===== src/hw/rtl/mcdg_pkg.sv =====
// ---------------------------------------------------------------------------
// mcdg_pkg
// Shared types, constants and helpers of the music crossfade and ducking
// gain unit.
// ---------------------------------------------------------------------------
package mcdg_pkg;

  // Track numbering
  localparam int unsigned NUM_TRACKS = 16;
  localparam int unsigned TRACK_W    = $clog2(NUM_TRACKS + 1);
  localparam int unsigned REQ_W      = 4;
  localparam int unsigned MASK_W     = 16;
  localparam int unsigned MASK_IDX_W = $clog2(MASK_W);
  localparam logic [TRACK_W-1:0] TRACK_NONE = TRACK_W'(NUM_TRACKS);

  // Q16 gain arithmetic
  localparam int unsigned GAIN_W   = 17;
  localparam int unsigned FRAC_W   = 16;
  localparam int unsigned PROD_W   = 2 * GAIN_W;
  localparam logic [GAIN_W-1:0] UNITY    = 17'd65536;
  localparam logic [GAIN_W-1:0] DUCK_LOW = 17'd22938;
  localparam logic [PROD_W-1:0] ROUND_HALF = PROD_W'(32768);

  // Timing fields
  localparam int unsigned ELAPSED_W = 16;
  localparam int unsigned STEP_W    = ELAPSED_W + 3;
  localparam int unsigned FADE_W    = 21;
  localparam logic [FADE_W-1:0] FADE_MAX = {FADE_W{1'b1}};
  localparam int unsigned DIV_CNT_W = $clog2(FRAC_W + 1);

  // Configuration port
  localparam int unsigned CFG_IDX_W  = 3;
  localparam int unsigned CFG_DATA_W = 21;

  // Stream widths
  localparam int unsigned IN_DATA_W  = 24;
  localparam int unsigned IN_USER_W  = 2;
  localparam int unsigned OUT_DATA_W = 48;

  typedef enum logic [CFG_IDX_W-1:0] {
    CFG_MUSIC_VOLUME = 3'd0,
    CFG_MUTE         = 3'd1,
    CFG_DUCK_ENABLE  = 3'd2,
    CFG_FADE_LENGTH  = 3'd3,
    CFG_TRACK_MASK   = 3'd4,
    CFG_DEVICE_READY = 3'd5
  } cfg_idx_e;

  typedef enum logic [1:0] {
    CMD_TICK      = 2'd0,
    CMD_PLAY      = 2'd1,
    CMD_VOICE_ON  = 2'd2,
    CMD_VOICE_OFF = 2'd3
  } cmd_e;

  typedef enum logic [2:0] {
    ST_IDLE,
    ST_EXEC,
    ST_BASE,
    ST_DIV_START,
    ST_DIV,
    ST_CUR,
    ST_PREV,
    ST_DONE
  } state_e;

  // Status of the fraction divider
  typedef struct packed {
    logic              busy;
    logic [FRAC_W-1:0] quo;
  } div_stat_t;

  // A track is valid when in range and its present bit is set
  function automatic logic track_valid(input logic [TRACK_W-1:0] t,
                                       input logic [MASK_W-1:0]  mask);
    logic ok;
    ok = 1'b0;
    if (t < TRACK_W'(NUM_TRACKS) && t < TRACK_W'(MASK_W)) begin
      ok = mask[t[MASK_IDX_W-1:0]];
    end
    return ok;
  endfunction

  // Round a Q16 x Q16 product half up back to Q16
  function automatic logic [GAIN_W-1:0] q16_round(input logic [PROD_W-1:0] p);
    logic [PROD_W-1:0] s;
    s = p + ROUND_HALF;
    return s[FRAC_W +: GAIN_W];
  endfunction

endpackage


===== src/hw/rtl/mcdg_frac_div.sv =====
// ---------------------------------------------------------------------------
// mcdg_frac_div
// Bit-serial restoring divider for the crossfade fraction:
// quo = floor(num * 2^16 / den), one quotient bit per cycle, num < den.
// ---------------------------------------------------------------------------
module mcdg_frac_div
  import mcdg_pkg::*;
(
  input  logic              clk_i,
  input  logic              rst_ni,
  input  logic              start_i,
  input  logic [FADE_W-1:0] num_i,
  input  logic [FADE_W-1:0] den_i,
  output div_stat_t         stat_o
);

  logic [FADE_W-1:0]    rem_q, rem_d;
  logic [FRAC_W-1:0]    quo_q, quo_d;
  logic [DIV_CNT_W-1:0] cnt_q, cnt_d;
  logic [FADE_W:0]      rem_sh;
  logic [FADE_W:0]      rem_sub;
  logic                 fits;

  // Shift in one zero bit and try to subtract the divisor
  assign rem_sh  = {rem_q, 1'b0};
  assign rem_sub = rem_sh - {1'b0, den_i};
  assign fits    = rem_sh >= {1'b0, den_i};

  always_comb begin
    rem_d = rem_q;
    quo_d = quo_q;
    cnt_d = cnt_q;
    if (start_i) begin
      rem_d = num_i;
      quo_d = '0;
      cnt_d = DIV_CNT_W'(FRAC_W);
    end else if (cnt_q != '0) begin
      rem_d = fits ? rem_sub[FADE_W-1:0] : rem_sh[FADE_W-1:0];
      quo_d = {quo_q[FRAC_W-2:0], fits};
      cnt_d = cnt_q - DIV_CNT_W'(1);
    end
  end

  // Hold the iteration count under reset, the datapath needs none
  always_ff @(posedge clk_i or negedge rst_ni) begin
    if (!rst_ni) begin
      cnt_q <= '0;
    end else begin
      cnt_q <= cnt_d;
    end
  end

  always_ff @(posedge clk_i) begin
    rem_q <= rem_d;
    quo_q <= quo_d;
  end

  assign stat_o.busy = cnt_q != '0;
  assign stat_o.quo  = quo_q;

endmodule


===== src/hw/rtl/music_crossfade_duck_gain_unit.sv =====
// ---------------------------------------------------------------------------
// music_crossfade_duck_gain_unit
// Background music gain controller: tracks the current and fading-out track,
// runs a linear crossfade and a ducking ramp, and reports Q16 track gains.
//
//   channel   dir  fields (lowest bit first)
//   s_axis    in   tuser: command[1:0]; tdata: elapsed[15:0], track[19:16]
//   m_axis    out  tdata: current_track, current_gain, previous_track,
//                  previous_gain, start_current, stop_previous, fading
//   cfg       in   cfg_we_i, cfg_idx_i, cfg_data_i (write only)
//
// Each item runs through a state update, the base gain product, the
// bit-serial fraction divider (the load, then 16 quotient bits), two more
// products on the one shared 17x17 multiplier, and the output load; the
// sequencer returns to idle before it accepts the next beat. A finished
// result sits in the output register, so the next beat is taken while it
// waits; a stalled output holds the sequencer in its last step only when a
// second result is ready. Reset is asynchronous.
// ---------------------------------------------------------------------------
module music_crossfade_duck_gain_unit
  import mcdg_pkg::*;
(
  input  logic                  clk_i,
  input  logic                  rst_ni,
  // Input stream
  input  logic                  s_axis_tvalid,
  output logic                  s_axis_tready,
  input  logic [IN_DATA_W-1:0]  s_axis_tdata,  // elapsed[15:0], track[19:16], zero
  input  logic [IN_USER_W-1:0]  s_axis_tuser,  // command[1:0]
  // Result stream
  output logic                  m_axis_tvalid,
  input  logic                  m_axis_tready,
  output logic [OUT_DATA_W-1:0] m_axis_tdata,  // current_track[4:0],
                                               // current_gain[21:5],
                                               // previous_track[26:22],
                                               // previous_gain[43:27],
                                               // start_current[44],
                                               // stop_previous[45], fading[46]
  // Configuration writes
  input  logic                  cfg_we_i,
  input  logic [CFG_IDX_W-1:0]  cfg_idx_i,
  input  logic [CFG_DATA_W-1:0] cfg_data_i
);

  // Configuration registers
  logic [GAIN_W-1:0]  volume_q;
  logic               mute_q;
  logic               duck_en_q;
  logic [FADE_W-1:0]  fade_len_q;
  logic [MASK_W-1:0]  mask_q;
  logic               ready_q;

  // Block state
  logic [TRACK_W-1:0] now_q, now_d;
  logic [TRACK_W-1:0] old_q, old_d;
  logic               xfade_q, xfade_d;
  logic [FADE_W-1:0]  fade_el_q, fade_el_d;
  logic [GAIN_W-1:0]  duck_q, duck_d;
  logic [GAIN_W-1:0]  goal_q, goal_d;
  logic               voice_q, voice_d;

  // Captured beat
  cmd_e               cmd_q;
  logic [ELAPSED_W-1:0] el_q;
  logic [REQ_W-1:0]   trk_q;

  // Per-item results of the state update
  logic [TRACK_W-1:0] rep_prev_q, rep_prev_d;
  logic               start_q, start_d;
  logic               stop_q, stop_d;
  logic               cur_ok_q, cur_ok_d;
  logic               prev_ok_q, prev_ok_d;
  logic               xf_calc_q, xf_calc_d;

  // Datapath registers
  logic [PROD_W-1:0]  prod_q;
  logic [GAIN_W-1:0]  base_q;
  logic [GAIN_W-1:0]  frac_q;
  logic [GAIN_W-1:0]  cur_g_q;

  // Sequencer and its controls
  state_e             state_q, state_d;
  logic               exec_en, base_ld, div_start, frac_ld, cur_ld, out_ld;
  logic               sel_frac, sel_inv;
  logic               slot_free;

  // Output register
  logic                  out_valid_q;
  logic [OUT_DATA_W-1:0] out_data_q;

  // Combinational helpers
  logic [STEP_W-1:0]  step;
  logic [GAIN_W-1:0]  gap;
  logic [FADE_W:0]    fade_sum;
  logic [FADE_W-1:0]  fade_new;
  logic [GAIN_W-1:0]  vol_clamp;
  logic [GAIN_W-1:0]  mul_a, mul_b;
  logic [PROD_W-1:0]  prod_d;
  logic               frac_sat;
  logic [GAIN_W-1:0]  cur_gain, prev_gain;
  div_stat_t          div_stat;

  logic [TRACK_W-1:0] req_trk;
  assign req_trk = TRACK_W'(trk_q);

  // ---------------- Configuration ----------------
  always_ff @(posedge clk_i or negedge rst_ni) begin
    if (!rst_ni) begin
      volume_q   <= UNITY;
      mute_q     <= 1'b0;
      duck_en_q  <= 1'b1;
      fade_len_q <= FADE_W'(65536);
      mask_q     <= '1;
      ready_q    <= 1'b1;
    end else if (cfg_we_i) begin
      unique case (cfg_idx_i)
        CFG_MUSIC_VOLUME: volume_q   <= cfg_data_i[GAIN_W-1:0];
        CFG_MUTE:         mute_q     <= cfg_data_i[0];
        CFG_DUCK_ENABLE:  duck_en_q  <= cfg_data_i[0];
        CFG_FADE_LENGTH:  fade_len_q <= cfg_data_i[FADE_W-1:0];
        CFG_TRACK_MASK:   mask_q     <= cfg_data_i[MASK_W-1:0];
        CFG_DEVICE_READY: ready_q    <= cfg_data_i[0];
        default: ;
      endcase
    end
  end

  // ---------------- Command execution ----------------
  // Duck step is elapsed * 6
  assign step     = {1'b0, el_q, 2'b00} + {2'b00, el_q, 1'b0};
  assign gap      = (duck_q < goal_q) ? (goal_q - duck_q) : (duck_q - goal_q);
  assign fade_sum = {1'b0, fade_el_q} + (FADE_W + 1)'(el_q);
  assign fade_new = fade_sum[FADE_W] ? FADE_MAX : fade_sum[FADE_W-1:0];

  always_comb begin
    logic ended;
    now_d      = now_q;
    old_d      = old_q;
    xfade_d    = xfade_q;
    fade_el_d  = fade_el_q;
    duck_d     = duck_q;
    goal_d     = goal_q;
    voice_d    = voice_q;
    start_d    = 1'b0;
    stop_d     = 1'b0;
    ended      = 1'b0;

    unique case (cmd_q)
      CMD_TICK: begin
        if (ready_q) begin
          // Ramp the duck gain toward its goal, landing exactly on it
          if (duck_q != goal_q) begin
            if (STEP_W'(gap) <= step) begin
              duck_d = goal_q;
            end else if (duck_q < goal_q) begin
              duck_d = duck_q + step[GAIN_W-1:0];
            end else begin
              duck_d = duck_q - step[GAIN_W-1:0];
            end
          end
          // Advance the fade timer and detect its end
          if (xfade_q) begin
            fade_el_d = fade_new;
            ended     = (fade_len_q == '0) || (fade_new >= fade_len_q);
          end
        end
      end
      CMD_PLAY: begin
        if (req_trk < TRACK_W'(NUM_TRACKS) && req_trk != now_q) begin
          if (!ready_q) begin
            now_d = req_trk;
          end else begin
            stop_d    = xfade_q && track_valid(old_q, mask_q);
            old_d     = now_q;
            now_d     = req_trk;
            xfade_d   = now_q != TRACK_NONE;
            fade_el_d = '0;
            start_d   = track_valid(req_trk, mask_q);
          end
        end
      end
      CMD_VOICE_ON: begin
        if (ready_q) begin
          voice_d = 1'b1;
          goal_d  = duck_en_q ? DUCK_LOW : UNITY;
        end
      end
      CMD_VOICE_OFF: begin
        if (ready_q && voice_q) begin
          voice_d = 1'b0;
          goal_d  = UNITY;
        end
      end
      default: ;
    endcase

    // Gains are judged on the state after the command
    rep_prev_d = old_d;
    cur_ok_d   = ready_q && track_valid(now_d, mask_q);
    prev_ok_d  = ready_q && xfade_d && track_valid(old_d, mask_q);
    xf_calc_d  = xfade_d;

    // Drop the faded-out track at the end of the crossfade
    if (ended) begin
      stop_d    = stop_d || track_valid(old_d, mask_q);
      prev_ok_d = 1'b0;
      old_d     = TRACK_NONE;
      xfade_d   = 1'b0;
    end
  end

  always_ff @(posedge clk_i or negedge rst_ni) begin
    if (!rst_ni) begin
      now_q     <= TRACK_NONE;
      old_q     <= TRACK_NONE;
      xfade_q   <= 1'b0;
      fade_el_q <= '0;
      duck_q    <= UNITY;
      goal_q    <= UNITY;
      voice_q   <= 1'b0;
    end else if (exec_en) begin
      now_q     <= now_d;
      old_q     <= old_d;
      xfade_q   <= xfade_d;
      fade_el_q <= fade_el_d;
      duck_q    <= duck_d;
      goal_q    <= goal_d;
      voice_q   <= voice_d;
    end
  end

  // Capture the beat and the per-item flags
  always_ff @(posedge clk_i) begin
    if (s_axis_tvalid && s_axis_tready) begin
      cmd_q <= cmd_e'(s_axis_tuser[1:0]);
      el_q  <= s_axis_tdata[ELAPSED_W-1:0];
      trk_q <= s_axis_tdata[ELAPSED_W +: REQ_W];
    end
    if (exec_en) begin
      rep_prev_q <= rep_prev_d;
      start_q    <= start_d;
      stop_q     <= stop_d;
      cur_ok_q   <= cur_ok_d;
      prev_ok_q  <= prev_ok_d;
      xf_calc_q  <= xf_calc_d;
    end
  end

  // ---------------- Shared multiplier ----------------
  assign vol_clamp = (volume_q > UNITY) ? UNITY : volume_q;

  always_comb begin
    mul_a = vol_clamp;
    mul_b = duck_q;
    if (sel_frac) begin
      mul_a = base_q;
      mul_b = frac_q;
    end else if (sel_inv) begin
      mul_a = base_q;
      mul_b = UNITY - frac_q;
    end
  end

  assign prod_d = PROD_W'(mul_a) * PROD_W'(mul_b);

  // ---------------- Fraction divider ----------------
  mcdg_frac_div u_div (
    .clk_i   (clk_i),
    .rst_ni  (rst_ni),
    .start_i (div_start),
    .num_i   (fade_el_q),
    .den_i   (fade_len_q),
    .stat_o  (div_stat)
  );

  assign frac_sat = (fade_len_q == '0) || (fade_el_q >= fade_len_q);

  always_ff @(posedge clk_i) begin
    prod_q <= prod_d;
    if (base_ld) begin
      base_q <= mute_q ? '0 : q16_round(prod_q);
    end
    if (frac_ld) begin
      frac_q <= frac_sat ? UNITY : GAIN_W'(div_stat.quo);
    end
    if (cur_ld) begin
      cur_g_q <= q16_round(prod_q);
    end
  end

  // ---------------- Result assembly ----------------
  assign cur_gain  = !cur_ok_q ? '0 : (xf_calc_q ? cur_g_q : base_q);
  assign prev_gain = prev_ok_q ? q16_round(prod_q) : '0;
  assign slot_free = !out_valid_q || m_axis_tready;

  always_ff @(posedge clk_i or negedge rst_ni) begin
    if (!rst_ni) begin
      out_valid_q <= 1'b0;
    end else if (out_ld) begin
      out_valid_q <= 1'b1;
    end else if (m_axis_tready) begin
      out_valid_q <= 1'b0;
    end
  end

  always_ff @(posedge clk_i) begin
    if (out_ld) begin
      out_data_q <= {1'b0, xfade_q, stop_q, start_q, prev_gain, rep_prev_q,
                     cur_gain, now_q};
    end
  end

  // ---------------- Sequencer ----------------
  always_comb begin
    state_d = state_q;
    unique case (state_q)
      ST_IDLE:      if (s_axis_tvalid) state_d = ST_EXEC;
      ST_EXEC:      state_d = ST_BASE;
      ST_BASE:      state_d = ST_DIV_START;
      ST_DIV_START: state_d = ST_DIV;
      ST_DIV:       if (!div_stat.busy) state_d = ST_CUR;
      ST_CUR:       state_d = ST_PREV;
      ST_PREV:      state_d = ST_DONE;
      ST_DONE:      if (slot_free) state_d = ST_IDLE;
      default:      state_d = ST_IDLE;
    endcase
  end

  always_comb begin
    exec_en   = 1'b0;
    base_ld   = 1'b0;
    div_start = 1'b0;
    frac_ld   = 1'b0;
    cur_ld    = 1'b0;
    out_ld    = 1'b0;
    sel_frac  = 1'b0;
    sel_inv   = 1'b0;
    unique case (state_q)
      ST_EXEC:      exec_en = 1'b1;
      ST_DIV_START: begin
        base_ld   = 1'b1;
        div_start = 1'b1;
      end
      ST_DIV:       frac_ld = !div_stat.busy;
      ST_CUR:       sel_frac = 1'b1;
      ST_PREV: begin
        cur_ld  = 1'b1;
        sel_inv = 1'b1;
      end
      // Keep the previous-gain product in place while the result waits
      ST_DONE: begin
        out_ld  = slot_free;
        sel_inv = 1'b1;
      end
      default: ;
    endcase
  end

  always_ff @(posedge clk_i or negedge rst_ni) begin
    if (!rst_ni) begin
      state_q <= ST_IDLE;
    end else begin
      state_q <= state_d;
    end
  end

  assign s_axis_tready = state_q == ST_IDLE;
  assign m_axis_tvalid = out_valid_q;
  assign m_axis_tdata  = out_data_q;

endmodule


===== config.mk =====
export PLATFORM = sky130hd
export DESIGN_NAME = music_crossfade_duck_gain_unit
export DESIGN_NICKNAME = d
export VERILOG_FILES = /design/src/hw/rtl/mcdg_pkg.sv /design/src/hw/rtl/mcdg_frac_div.sv /design/src/hw/rtl/music_crossfade_duck_gain_unit.sv
export SDC_FILE = /design/constraint.sdc
export NUM_CORES = 1
export LEC_CHECK = 0
export ABC_AREA = 0
export BUFFER_PORTS_ARGS = -buffer_cell sky130_fd_sc_hd__buf_2
export CORE_ASPECT_RATIO = 0.75
export CORE_UTILIZATION = 64
export DETAILED_ROUTE_END_ITERATION = 8
export GPL_TIMING_DRIVEN = 0
export PLACE_DENSITY = 0.85
export REMOVE_ABC_BUFFERS = 1
export SKIP_LAST_GASP = 1
export SYNTH_ARGS = -nofsm -noshare
export SYNTH_HDL_FRONTEND = slang
export SYNTH_SLANG_ARGS = --single-unit

===== constraint.sdc =====
create_clock -name clk_i -period 9.4 [get_ports clk_i]
set_clock_uncertainty 0.2 [all_clocks]
set_input_delay 1.88 -clock clk_i [delete_from_list [all_inputs] [get_ports clk_i]]
set_output_delay 1.88 -clock clk_i [all_outputs]
set_load 0.01 [all_outputs]

==> impl_metrics.json <==
{
  "status": "complete, but fails checks",
  "violations": "max-capacitance violations",
  "r2r-start": "frac_q[2]",
  "slew_violations": 0,
  "drive_gt1_frac": 0.106,
  "synth_edf_count": 151,
  "fill_cells": 3103,
  "synth_area_leaders": "edfxtp_1 16%, fa_1 16%, ha_1 11%",
  "route.final.wire_length_mm": 78.2,
  "r2r_slack_ns": 0.24,
  "drc": 0,
  "grt_pass1_wl_mm": 124,
  "slew_headroom": 0.00397,
  "drv_cap": 1,
  "overflow": 0,
  "crit_path_start_kind": "flip-flop",
  "synth_top_area_frac": 0.163,
  "coreArea_um2": 42500,
  "worst_hold_path_type": "reg -> reg",
  "die_h_um": 183,
  "synth_largest_area_cell": "edfxtp_1",
  "drt_pass1_iterations": 7,
  "worst-path-max-fanout": 4,
  "syn-mean-instance-area_um2": 9.53,
  "tightest_slew_ns": 1.48,
  "critPathCaptureType": "flip-flop",
  "cp_data_required_time_ns": 9.68,
  "grt_max_degree": 90,
  "synth_warnings": 0,
  "startpoint": "frac_q[2]",
  "min_from": "rep_prev_q[1]",
  "dieWidth_um": 243,
  "async_flop_share": 0.387,
  "clock_latency_ns": 0.59,
  "drt.antenna.violating_nets": 0,
  "antennaDiodeCount": 0,
  "tritoncts": "done",
  "grt_use_total": 0.358,
  "wire_per_inst_um": 22.0,
  "vias": 22654,
  "multi_input_comb_area_um2": 18000,
  "netlist_instances": 2923,
  "setup_viol": 0,
  "start_util": 0.656,
  "die_area_um2": 44400,
  "pre_cts_ws_ns": -0.0779,
  "via_per_inst": 6.36,
  "rr_worst_depth": 27,
  "antenna_found_initial": 2,
  "synthFlopType": "edfxtp_1",
  "fmax_ghz": 0.109,
  "final_nets": 3502,
  "synth_seq_cells": 302,
  "cts_buffer_depth": 3,
  "cts_buffers": 29,
  "worstHoldPathCells": 0,
  "syn_area_um2": 27800,
  "final-seq-area_um2": 8170,
  "r2r_end": "prod_q[32]",
  "portBuffers": 99,
  "fin_crit_ns": 9.16,
  "cts.sinks": 302,
  "synth.distinct_cells": 80,
  "fin_ws_ns": 0.239,
  "cp_data_arrival_time_ns": 9.44,
  "timing.final.crit_share": 0.975,
  "rows": 65,
  "grt_pass1_vias": 22331,
  "critPathKind": "reg -> reg",
  "hold_viol": 0,
  "syn_to_final_growth_pct": 7.59,
  "drtIter0Drc": 2590,
  "synth.most_common_cell": "inv_1",
  "cts_max_level": 1,
  "post-dp-hpwl_mm": 60.6,
  "yosys-top-cells-count": "362 x inv_1, 298 x nand2_1, 279 x nor2_1, 253 x ha_1, 225 x fa_1",
  "ios": 105,
  "min_to": "m_axis_tdata[23]",
  "clkTransAtPathRegs_ns": 0.07,
  "place_congestion": 0.992,
  "root_buffer": "clkbuf_16",
  "seq_area_frac_synth": 0.294
}
sequential cells by signal (all words and copies together) (netlist names), 16 cells and up:
register / count
m_axis_tdata: 47
el_q: 16
mask_q: 16
fade_len_q: 21
cur_g_q: 17
frac_q: 17
fade_el_q: 21
prod_q: 18
u_div.quo_q: 16
base_q: 17
volume_q: 17
duck_q: 16
u_div.rem_q: 21
repair_timing:
| item | 4_1_cts | 5_1_grt |
|---|---|---|
| setup endpoints to repair | 2 | 6 |
| hold buffers | 0 | 0 |
| pin swaps | 1 | 1 |
| gates resized for setup | 5 | 9 |
| setup buffers | 1 | 3 |
worst max-delay path, stage by stage, from the launching register on:
cell	delay [ns]
edfxtp_1	0.39
or3_1	0.45
or3_4	0.37
or4b_4	0.50
or3_4	0.38
nor3_4	0.17
nor3b_2	0.23
a21oi_1	0.17
o21ai_4	0.25
nor2_1	0.09
fa_1	0.56
fa_1	0.52
fa_1	0.55
fa_1	0.53
fa_1	0.54
inv_1	0.05
fa_1	0.52
inv_1	0.04
ha_1	0.33
nand3_1	0.16
nor2_1	0.09
o21a_1	0.24
a2111oi_1	0.42
o21ai_1	0.22
a22o_1	0.30
or4_1	0.47
a31oi_2	0.22
xnor2_1	0.10
through the flow:
| stage | cell area (um^2) | cells | hold WS (ns) | setup TNS, ns | util |
|---|---|---|---|---|---|
| after floorplan | 27400 | 2821 | 0.200 | 0 | - |
| after global placement | 28600 | 3489 | 0.204 | -13.00 | 0.675 |
| after detailed placement | 28900 | 3503 | 0.212 | -0.0779 | 0.681 |
| after CTS | 29900 | 3558 | 0.258 | 0 | 0.704 |
| after global routing | 30000 | 3561 | 0.261 | -0.0592 | 0.706 |
| final | 30000 | 3561 | 0.254 | 0 | 0.706 |
layout by cell type (no fill, tap or decap), types with 50 or more instances in the layout:
master,count
xnor2_1,61
buf_2,98
mux2_2,69
edfxtp_1,151
a21o_1,50
fa_1,225
dfrtp_1,93
xor2_1,54
o21ai_0,82
inv_1,362
nor2_1,276
ha_1,253
nor2b_1,64
nand2_1,298
a21oi_1,144
routing by layer:
metal	track usage	up-vias	share of wire
met2	0.531	1221	0.43
met3	0.0775	161	0.11
met1	0.533	11205	0.43
li1	-	10065	-
met4	0.0923	2	0.027
met5	0	-	0.00014
final cells by class:
type,count,share of cell area
clock inverter,19,0.00668
timing repair buffer,117,0.0248
inverter,363,0.0455
clock buffer,35,0.0250
sequential,302,0.273
multi-input combinational,2156,0.601
tap,569,0.0238
logic make-up after synthesis:
kind of cell,count (synthesis),share of synthesized area
AND/OR/NAND/NOR,904,0.151
AO/OA/AOI/OAI,533,0.126
adder cells (fa/ha/maj),478,0.275
buffers and inverters,465,0.0634
flip-flops,302,0.294
multiplexers,125,0.0543
XOR/XNOR,115,0.0362
other,1,0.000135
worst max path at each step:
stage	endpoint	slack, ns	depth (start not counted)
after floorplan	prod_q[32]	0.59	21
after global placement	prod_q[32]	-1.26	26
after detailed placement	prod_q[32]	-0.08	25
after CTS	prod_q[32]	0.02	27
after global routing	prod_q[32]	-0.04	26
final	prod_q[32]	0.24	27
Power is left out: the tool's default activity adds up to more than one toggle a clock period on the data nets, which glitch-free logic cannot reach.
